## src/ipv4rx_pkg.sv

```systemverilog
`timescale 1ns / 1ps

package ipv4rx_pkg;

   // largest frame length that the byte counter tracks before it saturates
   localparam logic [15:0] MAX_FRAME_BYTES = 16'hFFFF;

   // header byte positions
   localparam logic [15:0] BYTE_VER_IHL   = 16'd0;
   localparam logic [15:0] BYTE_TOTAL_HI  = 16'd2;
   localparam logic [15:0] BYTE_TOTAL_LO  = 16'd3;
   localparam logic [15:0] BYTE_FRAG_HI   = 16'd6;
   localparam logic [15:0] BYTE_FRAG_LO   = 16'd7;
   localparam logic [15:0] BYTE_PROTOCOL  = 16'd9;
   localparam logic [15:0] BYTE_SRC_FIRST = 16'd12;
   localparam logic [15:0] BYTE_SRC_LAST  = 16'd15;
   localparam logic [15:0] BYTE_DST_FIRST = 16'd16;
   localparam logic [15:0] BYTE_DST_LAST  = 16'd19;

   // header check constants
   localparam logic [15:0] MIN_HEADER_BYTES = 16'd20;
   localparam logic [3:0]  IP_VERSION_4     = 4'd4;
   localparam logic [15:0] CSUM_GOOD        = 16'hFFFF;
   localparam logic [7:0]  LOOPBACK_NET     = 8'd127;
   localparam logic [31:0] BROADCAST_ADDR   = 32'hFFFFFFFF;
   localparam logic [31:0] ANY_LOCAL_ADDR   = 32'h0000_0000;

   typedef enum logic [2:0] {
      VERDICT_DELIVER    = 3'd0,
      VERDICT_FRAGMENT   = 3'd1,
      VERDICT_MALFORMED  = 3'd2,
      VERDICT_BAD_HLEN   = 3'd3,
      VERDICT_BAD_CSUM   = 3'd4,
      VERDICT_NOT_FOR_US = 3'd5
   } verdict_type;

   // frame fields as they stand after the final byte of a frame
   typedef struct packed {
      logic        done;
      logic [15:0] frame_len;
      logic [5:0]  header_len;
      logic [3:0]  version;
      logic [15:0] csum;
      logic [15:0] total_field;
      logic [7:0]  protocol;
      logic [15:0] frag_word;
      logic [31:0] src_addr;
      logic [31:0] dst_addr;
   } frame_snap_type;

endpackage

```

## src/ipv4rx_req_if.sv

```systemverilog
`timescale 1ns / 1ps

interface ipv4rx_req_if;
   logic       valid;
   logic       ready;
   logic [7:0] frame_byte;
   logic       last_byte;

   modport source (output valid, frame_byte, last_byte, input ready);
   modport sink (input valid, frame_byte, last_byte, output ready);
endinterface

```

## src/ipv4rx_rsp_if.sv

```systemverilog
`timescale 1ns / 1ps

interface ipv4rx_rsp_if;
   logic        valid;
   logic        ready;
   logic [2:0]  verdict;
   logic [7:0]  protocol;
   logic [31:0] src_addr;
   logic [31:0] dst_addr;
   logic [5:0]  header_bytes;
   logic [15:0] total_bytes;
   logic [15:0] payload_bytes;
   logic [12:0] fragment_offset;
   logic        more_fragments;
   logic [31:0] bad_checksum_total;
   logic [31:0] not_for_us_total;

   modport source (
      output valid, verdict, protocol, src_addr, dst_addr, header_bytes, total_bytes,
             payload_bytes, fragment_offset, more_fragments, bad_checksum_total,
             not_for_us_total,
      input  ready
   );
   modport sink (
      input  valid, verdict, protocol, src_addr, dst_addr, header_bytes, total_bytes,
             payload_bytes, fragment_offset, more_fragments, bad_checksum_total,
             not_for_us_total,
      output ready
   );
endinterface

```

## src/ipv4_receive_header_check_top.sv

```systemverilog
`timescale 1ns / 1ps

// IPv4 receive header check. Frame bytes enter on req_chan one per transaction, with
// last_byte set on the final byte; one result leaves on rsp_chan per frame, in the cycle
// after that final byte is taken from the input register. The block takes one byte per
// clock cycle sustained: each byte passes an input register, a combinational update of
// the running ones-complement sum and the captured header fields, and, for the final
// byte, the ordered header checks into the result register. The only stall comes from
// a final byte that meets a result still waiting on rsp_chan. csr_wr_data sets the local
// address (zero accepts any destination); users write it with no frame open (unchecked).

module ipv4_receive_header_check_top (
   input  logic         clock,
   input  logic         reset,
   ipv4rx_req_if.sink   req_chan,
   ipv4rx_rsp_if.source rsp_chan,
   input  logic         csr_wr_en,
   input  logic [31:0]  csr_wr_data
);
   import ipv4rx_pkg::*;

   frame_snap_type snap;
   logic           out_free;

   // byte intake and header field capture
   ipv4rx_accum u_accum (
      .clock    (clock),
      .reset    (reset),
      .req      (req_chan),
      .out_free (out_free),
      .snap     (snap)
   );

   // header checks, drop counters and result register
   ipv4rx_verdict u_verdict (
      .clock       (clock),
      .reset       (reset),
      .snap        (snap),
      .csr_wr_en   (csr_wr_en),
      .csr_wr_data (csr_wr_data),
      .out_free    (out_free),
      .rsp         (rsp_chan)
   );

endmodule

```

## src/ipv4rx_accum.sv

```systemverilog
`timescale 1ns / 1ps

module ipv4rx_accum (
   input  logic                        clock,
   input  logic                        reset,
   ipv4rx_req_if.sink                  req,
   input  logic                        out_free,
   output ipv4rx_pkg::frame_snap_type  snap
);
   import ipv4rx_pkg::*;

   logic        a_valid_ff, a_valid_in;
   logic [7:0]  a_byte_ff;
   logic        a_last_ff;
   logic        a_adv;

   logic [15:0] count_ff, count_in;
   logic [5:0]  hlen_ff, hlen_in;
   logic [3:0]  ver_ff, ver_in;
   logic [15:0] sum_ff, sum_in;
   logic [7:0]  hold_ff, hold_in;
   logic [15:0] total_ff, total_in;
   logic [7:0]  proto_ff, proto_in;
   logic [15:0] frag_ff, frag_in;
   logic [31:0] src_ff, src_in;
   logic [31:0] dst_ff, dst_in;

   logic [15:0] idx;
   logic        in_header;
   logic [16:0] sum_raw;

   // input register advances unless a final byte waits on a busy result register
   assign a_adv     = a_valid_ff && (!a_last_ff || out_free);
   assign req.ready = !a_valid_ff || a_adv;
   assign a_valid_in = req.ready ? req.valid : a_valid_ff;

   always_ff @(posedge clock) begin
      if (reset) begin
         a_valid_ff <= 1'b0;
      end else begin
         a_valid_ff <= a_valid_in;
      end
   end

   always_ff @(posedge clock) begin
      if (req.valid && req.ready) begin
         a_byte_ff <= req.frame_byte;
         a_last_ff <= req.last_byte;
      end
   end

   // per-byte update of the header fields and the running sum
   always_comb begin
      idx      = count_ff;
      ver_in   = ver_ff;
      hlen_in  = hlen_ff;
      hold_in  = hold_ff;
      sum_in   = sum_ff;
      total_in = total_ff;
      frag_in  = frag_ff;
      proto_in = proto_ff;
      src_in   = src_ff;
      dst_in   = dst_ff;
      sum_raw  = {1'b0, sum_ff} + {1'b0, hold_ff, a_byte_ff};

      if (idx == BYTE_VER_IHL) begin
         ver_in  = a_byte_ff[7:4];
         hlen_in = {a_byte_ff[3:0], 2'b00};
      end
      in_header = idx < {10'd0, hlen_in};
      if (in_header) begin
         if (!idx[0]) begin
            hold_in = a_byte_ff;
         end else begin
            // end-around carry
            sum_in = sum_raw[16] ? (sum_raw[15:0] + 16'd1) : sum_raw[15:0];
         end
      end
      if (idx == BYTE_TOTAL_HI) total_in = {a_byte_ff, total_ff[7:0]};
      if (idx == BYTE_TOTAL_LO) total_in = {total_ff[15:8], a_byte_ff};
      if (idx == BYTE_FRAG_HI)  frag_in  = {a_byte_ff, frag_ff[7:0]};
      if (idx == BYTE_FRAG_LO)  frag_in  = {frag_ff[15:8], a_byte_ff};
      if (idx == BYTE_PROTOCOL) proto_in = a_byte_ff;
      if (idx >= BYTE_SRC_FIRST && idx <= BYTE_SRC_LAST) src_in = {src_ff[23:0], a_byte_ff};
      if (idx >= BYTE_DST_FIRST && idx <= BYTE_DST_LAST) dst_in = {dst_ff[23:0], a_byte_ff};

      // saturating byte count
      count_in = (count_ff == MAX_FRAME_BYTES) ? count_ff : (count_ff + 16'd1);
   end

   // frame state: cleared after the final byte
   always_ff @(posedge clock) begin
      if (reset || (a_adv && a_last_ff)) begin
         count_ff <= '0;
         hlen_ff  <= '0;
         ver_ff   <= '0;
         sum_ff   <= '0;
         hold_ff  <= '0;
         total_ff <= '0;
         proto_ff <= '0;
         frag_ff  <= '0;
         src_ff   <= '0;
         dst_ff   <= '0;
      end else if (a_adv) begin
         count_ff <= count_in;
         hlen_ff  <= hlen_in;
         ver_ff   <= ver_in;
         sum_ff   <= sum_in;
         hold_ff  <= hold_in;
         total_ff <= total_in;
         proto_ff <= proto_in;
         frag_ff  <= frag_in;
         src_ff   <= src_in;
         dst_ff   <= dst_in;
      end
   end

   // fields of the finished frame toward the verdict stage
   always_comb begin
      snap.done        = a_adv && a_last_ff;
      snap.frame_len   = count_in;
      snap.header_len  = hlen_in;
      snap.version     = ver_in;
      snap.csum        = sum_in;
      snap.total_field = total_in;
      snap.protocol    = proto_in;
      snap.frag_word   = frag_in;
      snap.src_addr    = src_in;
      snap.dst_addr    = dst_in;
   end

   // a frame always starts at byte zero after its final byte
   a_clear_after_last: assert property (@(posedge clock) disable iff (reset)
      (a_adv && a_last_ff) |=> (count_ff == 16'd0 && sum_ff == 16'd0))
      else $error("frame state not cleared after final byte");

   // a final byte never leaves the input register while the result side is full
   a_last_waits: assert property (@(posedge clock) disable iff (reset)
      (a_valid_ff && a_last_ff && !out_free) |=> (a_valid_ff && a_last_ff))
      else $error("final byte dropped while result stalled");

endmodule

```

## src/ipv4rx_verdict.sv

```systemverilog
`timescale 1ns / 1ps

module ipv4rx_verdict (
   input  logic                        clock,
   input  logic                        reset,
   input  ipv4rx_pkg::frame_snap_type  snap,
   input  logic                        csr_wr_en,
   input  logic [31:0]                 csr_wr_data,
   output logic                        out_free,
   ipv4rx_rsp_if.source                rsp
);
   import ipv4rx_pkg::*;

   logic [31:0] local_addr_ff;
   logic        rsp_valid_ff, rsp_valid_in;
   logic [31:0] bad_csum_ff, bad_csum_in;
   logic [31:0] not_us_ff, not_us_in;

   verdict_type verdict;
   logic [15:0] hlen16;
   logic [15:0] total;
   logic        keep_fields;

   verdict_type v_ff;
   logic [7:0]  proto_ff;
   logic [31:0] src_ff, dst_ff;
   logic [5:0]  hlen_ff;
   logic [15:0] total_ff, payload_ff;
   logic [12:0] frag_off_ff;
   logic        more_frag_ff;

   // local address register
   always_ff @(posedge clock) begin
      if (reset) begin
         local_addr_ff <= '0;
      end else if (csr_wr_en) begin
         local_addr_ff <= csr_wr_data;
      end
   end

   // ordered header checks
   always_comb begin
      hlen16 = {10'd0, snap.header_len};
      total  = snap.total_field;
      if (total < hlen16 || total > snap.frame_len) total = snap.frame_len;

      if (snap.frame_len < MIN_HEADER_BYTES || snap.version != IP_VERSION_4) begin
         verdict = VERDICT_MALFORMED;
      end else if (hlen16 < MIN_HEADER_BYTES || snap.frame_len < hlen16) begin
         verdict = VERDICT_BAD_HLEN;
      end else if (snap.csum != CSUM_GOOD) begin
         verdict = VERDICT_BAD_CSUM;
      end else if (snap.dst_addr[31:24] != LOOPBACK_NET && local_addr_ff != ANY_LOCAL_ADDR
                   && snap.dst_addr != local_addr_ff && snap.dst_addr != BROADCAST_ADDR) begin
         verdict = VERDICT_NOT_FOR_US;
      end else if (snap.frag_word[13] || snap.frag_word[12:0] != 13'd0) begin
         verdict = VERDICT_FRAGMENT;
      end else begin
         verdict = VERDICT_DELIVER;
      end

      keep_fields = (verdict == VERDICT_DELIVER) || (verdict == VERDICT_FRAGMENT)
                    || (verdict == VERDICT_NOT_FOR_US);

      bad_csum_in = bad_csum_ff + ((verdict == VERDICT_BAD_CSUM) ? 32'd1 : 32'd0);
      not_us_in   = not_us_ff + ((verdict == VERDICT_NOT_FOR_US) ? 32'd1 : 32'd0);
   end

   // result register handshake
   assign out_free     = !rsp_valid_ff || rsp.ready;
   assign rsp_valid_in = snap.done ? 1'b1 : (rsp.ready ? 1'b0 : rsp_valid_ff);

   always_ff @(posedge clock) begin
      if (reset) begin
         rsp_valid_ff <= 1'b0;
         bad_csum_ff  <= '0;
         not_us_ff    <= '0;
      end else begin
         rsp_valid_ff <= rsp_valid_in;
         if (snap.done) begin
            bad_csum_ff <= bad_csum_in;
            not_us_ff   <= not_us_in;
         end
      end
   end

   // result payload, zeroed fields for early rejects
   always_ff @(posedge clock) begin
      if (snap.done) begin
         v_ff         <= verdict;
         proto_ff     <= keep_fields ? snap.protocol : 8'd0;
         src_ff       <= keep_fields ? snap.src_addr : 32'd0;
         dst_ff       <= keep_fields ? snap.dst_addr : 32'd0;
         hlen_ff      <= keep_fields ? snap.header_len : 6'd0;
         total_ff     <= keep_fields ? total : 16'd0;
         payload_ff   <= keep_fields ? (total - hlen16) : 16'd0;
         frag_off_ff  <= keep_fields ? snap.frag_word[12:0] : 13'd0;
         more_frag_ff <= keep_fields ? snap.frag_word[13] : 1'b0;
      end
   end

   assign rsp.valid              = rsp_valid_ff;
   assign rsp.verdict            = v_ff;
   assign rsp.protocol           = proto_ff;
   assign rsp.src_addr           = src_ff;
   assign rsp.dst_addr           = dst_ff;
   assign rsp.header_bytes       = hlen_ff;
   assign rsp.total_bytes        = total_ff;
   assign rsp.payload_bytes      = payload_ff;
   assign rsp.fragment_offset    = frag_off_ff;
   assign rsp.more_fragments     = more_frag_ff;
   assign rsp.bad_checksum_total = bad_csum_ff;
   assign rsp.not_for_us_total   = not_us_ff;

   // a finished frame only arrives when the result register can take it
   v_done_has_room: assert property (@(posedge clock) disable iff (reset)
      snap.done |-> out_free)
      else $error("finished frame arrived while result register full");

   // checksum drops bump the counter by exactly one
   v_csum_count: assert property (@(posedge clock) disable iff (reset)
      (snap.done && verdict == VERDICT_BAD_CSUM) |=> (bad_csum_ff == $past(bad_csum_ff) + 32'd1))
      else $error("bad checksum counter not advanced");

endmodule
```

## src/flat_wrapper.sv

```systemverilog
// flat-port wrapper written by rule: the top's interface ports become plain ports
module ipv4_receive_header_check_top_flat import ipv4rx_pkg::*;
  (clock, reset, csr_wr_en, csr_wr_data, req_chan_valid, req_chan_frame_byte, req_chan_last_byte, req_chan_ready, rsp_chan_valid, rsp_chan_verdict, rsp_chan_protocol, rsp_chan_src_addr, rsp_chan_dst_addr, rsp_chan_header_bytes, rsp_chan_total_bytes, rsp_chan_payload_bytes, rsp_chan_fragment_offset, rsp_chan_more_fragments, rsp_chan_bad_checksum_total, rsp_chan_not_for_us_total, rsp_chan_ready);
  ipv4rx_req_if req_chan_i ();
  ipv4rx_rsp_if rsp_chan_i ();
  input  logic clock;
  input  logic reset;
  input  logic csr_wr_en;
  input  logic [31:0] csr_wr_data;
  input wire logic [$bits(req_chan_i.valid)-1:0] req_chan_valid;
  input wire logic [$bits(req_chan_i.frame_byte)-1:0] req_chan_frame_byte;
  input wire logic [$bits(req_chan_i.last_byte)-1:0] req_chan_last_byte;
  output wire logic [$bits(req_chan_i.ready)-1:0] req_chan_ready;
  output wire logic [$bits(rsp_chan_i.valid)-1:0] rsp_chan_valid;
  output wire logic [$bits(rsp_chan_i.verdict)-1:0] rsp_chan_verdict;
  output wire logic [$bits(rsp_chan_i.protocol)-1:0] rsp_chan_protocol;
  output wire logic [$bits(rsp_chan_i.src_addr)-1:0] rsp_chan_src_addr;
  output wire logic [$bits(rsp_chan_i.dst_addr)-1:0] rsp_chan_dst_addr;
  output wire logic [$bits(rsp_chan_i.header_bytes)-1:0] rsp_chan_header_bytes;
  output wire logic [$bits(rsp_chan_i.total_bytes)-1:0] rsp_chan_total_bytes;
  output wire logic [$bits(rsp_chan_i.payload_bytes)-1:0] rsp_chan_payload_bytes;
  output wire logic [$bits(rsp_chan_i.fragment_offset)-1:0] rsp_chan_fragment_offset;
  output wire logic [$bits(rsp_chan_i.more_fragments)-1:0] rsp_chan_more_fragments;
  output wire logic [$bits(rsp_chan_i.bad_checksum_total)-1:0] rsp_chan_bad_checksum_total;
  output wire logic [$bits(rsp_chan_i.not_for_us_total)-1:0] rsp_chan_not_for_us_total;
  input wire logic [$bits(rsp_chan_i.ready)-1:0] rsp_chan_ready;
  assign req_chan_i.valid = req_chan_valid;
  assign req_chan_i.frame_byte = req_chan_frame_byte;
  assign req_chan_i.last_byte = req_chan_last_byte;
  assign req_chan_ready = req_chan_i.ready;
  assign rsp_chan_valid = rsp_chan_i.valid;
  assign rsp_chan_verdict = rsp_chan_i.verdict;
  assign rsp_chan_protocol = rsp_chan_i.protocol;
  assign rsp_chan_src_addr = rsp_chan_i.src_addr;
  assign rsp_chan_dst_addr = rsp_chan_i.dst_addr;
  assign rsp_chan_header_bytes = rsp_chan_i.header_bytes;
  assign rsp_chan_total_bytes = rsp_chan_i.total_bytes;
  assign rsp_chan_payload_bytes = rsp_chan_i.payload_bytes;
  assign rsp_chan_fragment_offset = rsp_chan_i.fragment_offset;
  assign rsp_chan_more_fragments = rsp_chan_i.more_fragments;
  assign rsp_chan_bad_checksum_total = rsp_chan_i.bad_checksum_total;
  assign rsp_chan_not_for_us_total = rsp_chan_i.not_for_us_total;
  assign rsp_chan_i.ready = rsp_chan_ready;
  ipv4_receive_header_check_top u_core (.clock(clock), .reset(reset), .req_chan(req_chan_i), .rsp_chan(rsp_chan_i), .csr_wr_en(csr_wr_en), .csr_wr_data(csr_wr_data));
endmodule
```

## config.mk

```make
export PLATFORM = sky130hd
export DESIGN_NAME = ipv4_receive_header_check_top_flat
export DESIGN_NICKNAME = d
export VERILOG_FILES = /design/src/ipv4rx_pkg.sv /design/src/ipv4rx_req_if.sv /design/src/ipv4rx_rsp_if.sv /design/src/ipv4_receive_header_check_top.sv /design/src/ipv4rx_accum.sv /design/src/ipv4rx_verdict.sv /design/src/flat_wrapper.sv
export SDC_FILE = /design/constraint.sdc
export NUM_CORES = 1
export LEC_CHECK = 0
export BUFFER_PORTS_ARGS = -buffer_cell sky130_fd_sc_hd__buf_2
export CORE_MARGIN = 3
export CORE_UTILIZATION = 45
export CTS_CLUSTER_SIZE = 40
export DETAILED_ROUTE_END_ITERATION = 16
export GPL_TIMING_DRIVEN = 0
export HOLD_SLACK_MARGIN = 0.06
export PLACE_DENSITY = 0.75
export SYNTH_ARGS = -nofsm -noshare
export SYNTH_HDL_FRONTEND = slang
export SYNTH_SLANG_ARGS = --single-unit
```

## constraint.sdc

```tcl
create_clock -name clock -period 5.46 [get_ports clock]
set_clock_uncertainty 0.1 [all_clocks]
set_input_delay 0.546 -clock clock [delete_from_list [all_inputs] [get_ports clock]]
set_output_delay 0.546 -clock clock [all_outputs]
set_load 0.02 [all_outputs]
```

Word-level counts from Yosys, hierarchy flattened
Cells that the tools add are included.
- register bits: 386
- input port bits: 46
- output and inout port bits: 193
- add/subtract/negate cells: 6
- magnitude comparators: 10
- muxes and demuxes: 23
- reduce and logical (&&, ||, !) cells: 27
- bitwise operators: 1
- equal/unequal tests: 14
- operators with widths (kind ; number):
    16-bit 2-to-1 mux ; 7
    32-bit by 1-bit adder with 32-bit output ; 2
    32-bit 2-to-1 mux ; 2
    16-bit by 6-bit < comparator with 1-bit output ; 3
    16-bit by 1-bit adder with 16-bit output (second input constant) ; 2
    16-bit by 2-bit == test with 1-bit output (second input constant) ; 2
    16-bit by 3-bit == test with 1-bit output (second input constant) ; 2
    32-bit inequality test ; 1
    32-bit inequality test (second input constant) ; 1
    32-bit nonzero test ; 1
    14-bit 2-to-1 mux ; 2
    16-bit by 16-bit adder with 17-bit output ; 1
    16-bit == test (second input constant) ; 1
    16-bit by 4-bit == test with 1-bit output (second input constant) ; 1
    16-bit by 4-bit >= comparator with 1-bit output (second input constant) ; 1
    16-bit by 5-bit >= comparator with 1-bit output (second input constant) ; 1
    16-bit greater-than comparator ; 1
    16-bit by 4-bit less-or-equal comparator with 1-bit output (second input constant) ; 1
    16-bit by 5-bit less-or-equal comparator with 1-bit output (second input constant) ; 1
    16-bit zero test ; 1
    16-bit by 5-bit < comparator with 1-bit output (second input constant) ; 1
    16-bit inequality test (second input constant) ; 1
    16-bit by 6-bit subtractor with 16-bit output ; 1
    13-bit nonzero test ; 1
    other kinds (17) ; 43

Depth between registers and ports, before layout
- depth after elaboration: 14
- depth in mapped cells: 30
- mapped depth without buffers: 27

Hierarchy
From an unflattened synthesis, not the netlist that was laid out.
- cell total of the unflattened synthesis: 2045
- area, all modules: 19352.3 um^2
- modules (own cells, without submodules) (module ; instances ; area an instance (um^2) ; cells an instance ; sequential area each (um^2)):
    ipv4rx_verdict ; 1 ; 10490.1 ; 970 ; 5755.5
    ipv4rx_accum ; 1 ; 8862.2 ; 1075 ; 3373.2

Worst setup path before layout
No wires, ideal clock.
- path type: flip-flop to flip-flop
- from: register u_core.u_accum.count_ff[8]
- to: register u_core.u_verdict.payload_ff[10], in the netlist u_core.u_verdict.rsp.payload_bytes[10], data pin
- clock period less this slack: 5924 ps
- arrival time: 5634 ps
- stages on the path, launching flop included: 30
- setup slack: -464 ps
- buffers on the path: 4
- path through: dfxtp_1 > buf_2 > or3_4 > nor3_2 > and3_1 > buf_2 > mux2i_1 > inv_1 > ha_1 > and4_1 > nand4_1 > nor4_1 > nor2_1 > a21oi_1 > o31a_1 > buf_2 > buf_2 > nand2_1 > o21ai_0 > fa_1 > inv_1 > a21oi_1 > o21bai_1 > a21o_1 > a21o_1 > nor2_1 > nand4_1 > xnor2_1 > nand2_1 > a2111oi_2
- RTL lines (element ; line ; text):
    start: declaration ; ipv4rx_accum.sv:17 ; logic [15:0] count_ff, count_in;
    start signal: assignment ; ipv4rx_accum.sv:105 ; count_ff <= count_in;
    end signal: assignment ; ipv4rx_verdict.sv:96 ; payload_ff <= keep_fields ? (total - hlen16) : 16'd0;
    end: declaration ; ipv4rx_verdict.sv:28 ; logic [15:0] total_ff, payload_ff;

Worst setup path after layout
- from: register u_core.u_accum.count_ff[10]
- to: register u_core.u_verdict.bad_csum_ff[31], in the netlist u_core.u_verdict.rsp.bad_checksum_total[31]
- longest elaborated chain between the ends: 14
- RTL lines (element ; line ; text):
    branches (longest 10 deep; another with 16-bit by 1-bit adder with 16-bit output) ; -- ;
    3-bit 2-to-1 mux (*) ; ipv4rx_verdict.sv:47 ; if (snap.frame_len < MIN_HEADER_BYTES || snap.version != IP_VERSION_4) begin
    3-bit == test (*) ; ipv4rx_verdict.sv:65 ; bad_csum_in = bad_csum_ff + ((verdict == VERDICT_BAD_CSUM) ? 32'd1 : 32'd0);
    1-bit 2-to-1 mux (*) ; ipv4rx_verdict.sv:65 ;
    32-bit by 1-bit adder with 32-bit output (*) ; ipv4rx_verdict.sv:65 ;
    end signal: assignment ; ipv4rx_verdict.sv:81 ; bad_csum_ff <= bad_csum_in;
    end: declaration ; ipv4rx_verdict.sv:16 ; logic [31:0] bad_csum_ff, bad_csum_in;
Every way passes the cells marked *.
A chain may end at the register's enable or synchronous reset.

==> impl_summary.log <==
INFO  metric outcome = finished, violations left
INFO  metric failed_checks = setup timing
INFO  metric report.final.slew_viol_count = 0
INFO  metric grt_max_degree = 123
INFO  metric h_tree_depth = 2
INFO  metric synth_top_family_by_area = simple AND/OR/NAND/NOR gates
INFO  metric route.detailed.wl_per_inst = 21.3 um
INFO  metric synthesis.nets = 2355
INFO  metric yosys.cell_count.top_type = sky130_fd_sc_hd__nand2_1
INFO  metric nNetsFinal = 2781
INFO  metric worst_slew_margin_rel = 5.79%
INFO  metric critical_path.endpoint_type = flop
INFO  metric clockRootBuffer = sky130_fd_sc_hd__clkbuf_16
INFO  metric port_buffer_count = 236
INFO  metric cts_tree = yes
INFO  metric antenna-diode-count = 0
INFO  metric cts.sinks = 386
INFO  metric hold_class = input pin to flop
INFO  metric detail-route-antenna-nets = 0
INFO  metric grt_remaining_overflow = 0
INFO  metric 1st_iter_drt_viols = 1783
INFO  metric synthesis.instances = 2245
INFO  metric place.detailed.hpwl = 48.3 mm
INFO  metric worst-slew-pin-transition = 1.40 ns
INFO  metric cp.required = 5.81 ns
INFO  metric initial_utilization = 46.1%
INFO  metric yosys-top-cells-area = sky130_fd_sc_hd__dfxtp_1 24%, sky130_fd_sc_hd__edfxtp_1 20%, sky130_fd_sc_hd__mux2i_1 6.8%
INFO  metric setup_viol = 40
INFO  metric critical_path.startpoint_type = flop
INFO  metric num_vias = 19400
INFO  metric fp.dieW = 220 um
INFO  metric rsz_0062_raised_after_global_routing = yes
INFO  metric synth-edff-count = 136
INFO  metric die_height = 220 um
INFO  metric top_achievable_clock_speed = 170 MHz
INFO  metric routabilityCongestion = 0.956
INFO  metric synthesis.yosys.warnings = 0
INFO  metric dominantRegCellSynth = sky130_fd_sc_hd__dfxtp_1
INFO  metric cts_max_path_buffers = 3
INFO  metric layout_min_cycle_time = 5.87 ns
INFO  metric detail_route.drc_violations = 0
INFO  metric synth_xor_xnor_area_share = 5.82%
INFO  metric yosysTopAreaCellShare = 24.3%
INFO  metric final.period_utilization = 107%
INFO  metric whs = 0.0942 ns
INFO  metric tritoncts.num_buffers = 42
INFO  metric layout.cells.non_filler = 3297
INFO  metric clkSlewWorstSetupHoldPaths = 0.06 ns
INFO  metric hold_violations = 0
INFO  metric seq_area_frac_synth = 44.1%
INFO  metric drt-vias-per-instance = 5.90
INFO  metric io_pins = 239
INFO  metric synth.ff_latch_count = 386
INFO  metric fp-row-count = 77
INFO  metric drive_gt1_share = 28.3%
INFO  metric synth-simple-area-share = 23.9%
INFO  metric final.setup.tns = -7.70 ns
INFO  metric critical_path_arrival = 6.21 ns
INFO  metric synth.cells.most_frequent = 297 x sky130_fd_sc_hd__nand2_1, 250 x sky130_fd_sc_hd__dfxtp_1, 213 x sky130_fd_sc_hd__nor2_1, 181 x sky130_fd_sc_hd__a21oi_1, 140 x sky130_fd_sc_hd__mux2i_1
INFO  metric total_leakage_power = 9.81 nW
INFO  metric yosysUniqueCellTypes = 79
INFO  metric clkLatencyLatePin = 0.59 ns
INFO  metric area.growth.synth_to_final = 29.2%
INFO  metric grt_pass1_wl = 105 mm
INFO  metric asyncSetResetFlopFracSynth = 0%
INFO  metric wirelength = 70.4 mm
INFO  metric muxShareOfSynthArea = 6.96%
INFO  metric grt_usage = 27.7%
INFO  metric setup_slack = -0.405 ns
INFO  metric drt_first_pass_iters = 8
INFO  metric post_synthesis_cell_area = 20600 sq um
INFO  metric power.density_cell_area = 285 nW/um^2
INFO  metric layout.core_utilization = 59.6%
INFO  metric setup.worst_path.class = flop to flop
INFO  metric cap_violations = 0
INFO  metric placement.setup.worst_slack = -1.95 ns
INFO  metric synth.largest_area_cell = sky130_fd_sc_hd__dfxtp_1
INFO  metric die_area = 48400 sq um
INFO  metric place.detailed.instances = 3074
INFO  metric synth_compound_area_share = 10.7%
INFO  metric core_region_area = 44700 sq um
INFO  metric first_global_vias = 18800
INFO  metric postSynthAreaPerCell = 9.19 sq um
INFO  metric ir_drop = 0.000208 V
INFO  metric antenna_violations_before_repair = 0
INFO  metric crit_path_max_fanout = 7
INFO  metric synthAdderAreaFrac = 3.95%
## cells by family after synthesis
group           Yosys count
buf+inv                 227
simple gates            928
mux                     143
flops                   386
compound gates          360
xor+xnor                137
fa+ha+maj                64
## final cells by class
type                            count  area (sq um)
Buffer                            152           751
Multi-Input combinational cell   1632         11800
Tap cell                          592           741
Inverter                           66           253
Timing Repair Buffer              391          2490
Clock inverter                     24           302
Sequential cell                   386          9100
Fill cell                        3672         18100
Clock buffer                       54          1180
## stage by stage
stage / instance area [sq um] / power, W
6_report: 26700 / 0.00760
5_1_grt: 26700 / 0.00784
4_1_cts: 25900 / 0.00743
3_5_place_dp: 22800 / 0.00418
3_3_place_gp: 22800 / 0.00416
2_1_floorplan: 20900 / 0.00390
## power by group
group	internal [W]	total, W	leakage (nW)	switching [W]
Clock	0.00178	0.00302	0.730	0.00124
Combinational	0.000645	0.00148	5.95	0.000830
Sequential	0.00304	0.00310	3.13	0.0000617
## flip-flops by register name, summed over array words and instances (netlist names), 13 cells and up
signal                                   flops
u_core.u_accum.count_ff                     16
u_core.u_verdict.rsp.bad_checksum_total     32
u_core.u_verdict.rsp.dst_addr               32
u_core.u_verdict.rsp.total_bytes            16
u_core.u_verdict.rsp.not_for_us_total       32
u_core.u_verdict.local_addr_ff              32
u_core.u_verdict.rsp.fragment_offset        13
u_core.u_accum.src_ff                       32
u_core.u_verdict.rsp.src_addr               32
u_core.u_accum.dst_ff                       32
u_core.u_accum.total_ff                     16
u_core.u_verdict.rsp.payload_bytes          16
u_core.u_accum.frag_ff                      14
u_core.u_accum.sum_ff                       16
## path summary, 6_finish.rpt
check,slack [ns],startpoint,to,cells past startpoint
worst max register to register,-0.41,u_core.u_accum.count_ff[10],u_core.u_verdict.rsp.bad_checksum_total[31],26
worst min register to register,0.36,u_core.u_accum.src_ff[28],u_core.u_accum.src_ff[28],2
worst max-delay path,-0.41,u_core.u_accum.count_ff[10],u_core.u_verdict.rsp.bad_checksum_total[31],26
worst min-delay path,0.09,csr_wr_data[17],u_core.u_verdict.local_addr_ff[17],3
## layout by cell type, fill, tap and decap left out, types with 13 or more instances in the layout
cell type                   count
sky130_fd_sc_hd__buf_2        252
sky130_fd_sc_hd__a21oi_2       15
sky130_fd_sc_hd__nor4_2        64
sky130_fd_sc_hd__clkbuf_1     106
sky130_fd_sc_hd__clkbuf_16     43
sky130_fd_sc_hd__o21ai_0       36
sky130_fd_sc_hd__a21oi_1      165
sky130_fd_sc_hd__dfxtp_1      243
sky130_fd_sc_hd__nand3_1       52
sky130_fd_sc_hd__a211oi_1      31
sky130_fd_sc_hd__edfxtp_1     136
sky130_fd_sc_hd__and3_1        22
sky130_fd_sc_hd__buf_4        123
sky130_fd_sc_hd__mux2i_4       15
sky130_fd_sc_hd__nand2_1      278
sky130_fd_sc_hd__ha_1          48
sky130_fd_sc_hd__xor2_1        72
sky130_fd_sc_hd__o22ai_1       15
sky130_fd_sc_hd__xnor2_1       49
sky130_fd_sc_hd__nor2_1       196
sky130_fd_sc_hd__inv_1         54
sky130_fd_sc_hd__buf_1         14
sky130_fd_sc_hd__buf_6         32
sky130_fd_sc_hd__nor4_1        76
sky130_fd_sc_hd__mux2i_1      121
sky130_fd_sc_hd__nand4_1       49
sky130_fd_sc_hd__nor3_1        30
sky130_fd_sc_hd__o21ai_1       13
## what timing repair did
| action | 4_1_cts | 5_1_grt |
|---|---|---|
| hold buffers | 9 | 0 |
| cloned | 1 | 0 |
| setup endpoints to repair | 190 | 60 |
| gates resized for setup | 150 | 117 |
| pin swaps | 67 | 65 |
| hold endpoints to repair | 9 | 0 |
| setup buffers | 103 | 44 |
## routing by layer
metal / track usage, % / wire length, um / vias to the layer above
met1: 34.8 / 27400 / 9308
met5: 0 / 0 / -
met4: 11.8 / 3140 / 0
li1: - / - / 8923
met3: 6.94 / 6770 / 229
met2: 45.3 / 33100 / 982
## worst max-delay path, cell delays in order, from the launching register on
cell and delay [ns]:
sky130_fd_sc_hd__dfxtp_4 0.34, sky130_fd_sc_hd__or4_4 0.58, sky130_fd_sc_hd__nor4b_4 0.34, sky130_fd_sc_hd__nand2_4 0.16, sky130_fd_sc_hd__buf_6 0.16, sky130_fd_sc_hd__mux2i_4 0.20, sky130_fd_sc_hd__ha_4 0.38, sky130_fd_sc_hd__o21ai_4 0.06
sky130_fd_sc_hd__a211oi_4 0.22, sky130_fd_sc_hd__or3_4 0.20, sky130_fd_sc_hd__nor2_2 0.04, sky130_fd_sc_hd__and3_1 0.18, sky130_fd_sc_hd__a211o_1 0.30, sky130_fd_sc_hd__and4_1 0.19, sky130_fd_sc_hd__buf_4 0.13, sky130_fd_sc_hd__nor4bb_4 0.15
sky130_fd_sc_hd__a21oi_2 0.26, sky130_fd_sc_hd__ha_2 0.25, sky130_fd_sc_hd__and3_4 0.19, sky130_fd_sc_hd__and4_4 0.26, sky130_fd_sc_hd__nand2_4 0.07, sky130_fd_sc_hd__nor2_4 0.19, sky130_fd_sc_hd__nand2_4 0.10, sky130_fd_sc_hd__nor3_4 0.27
sky130_fd_sc_hd__nand3_1 0.14, sky130_fd_sc_hd__xor2_1 0.18, sky130_fd_sc_hd__nor2_1 0.06
No activity file was read; power rests on OpenSTA's default activity.
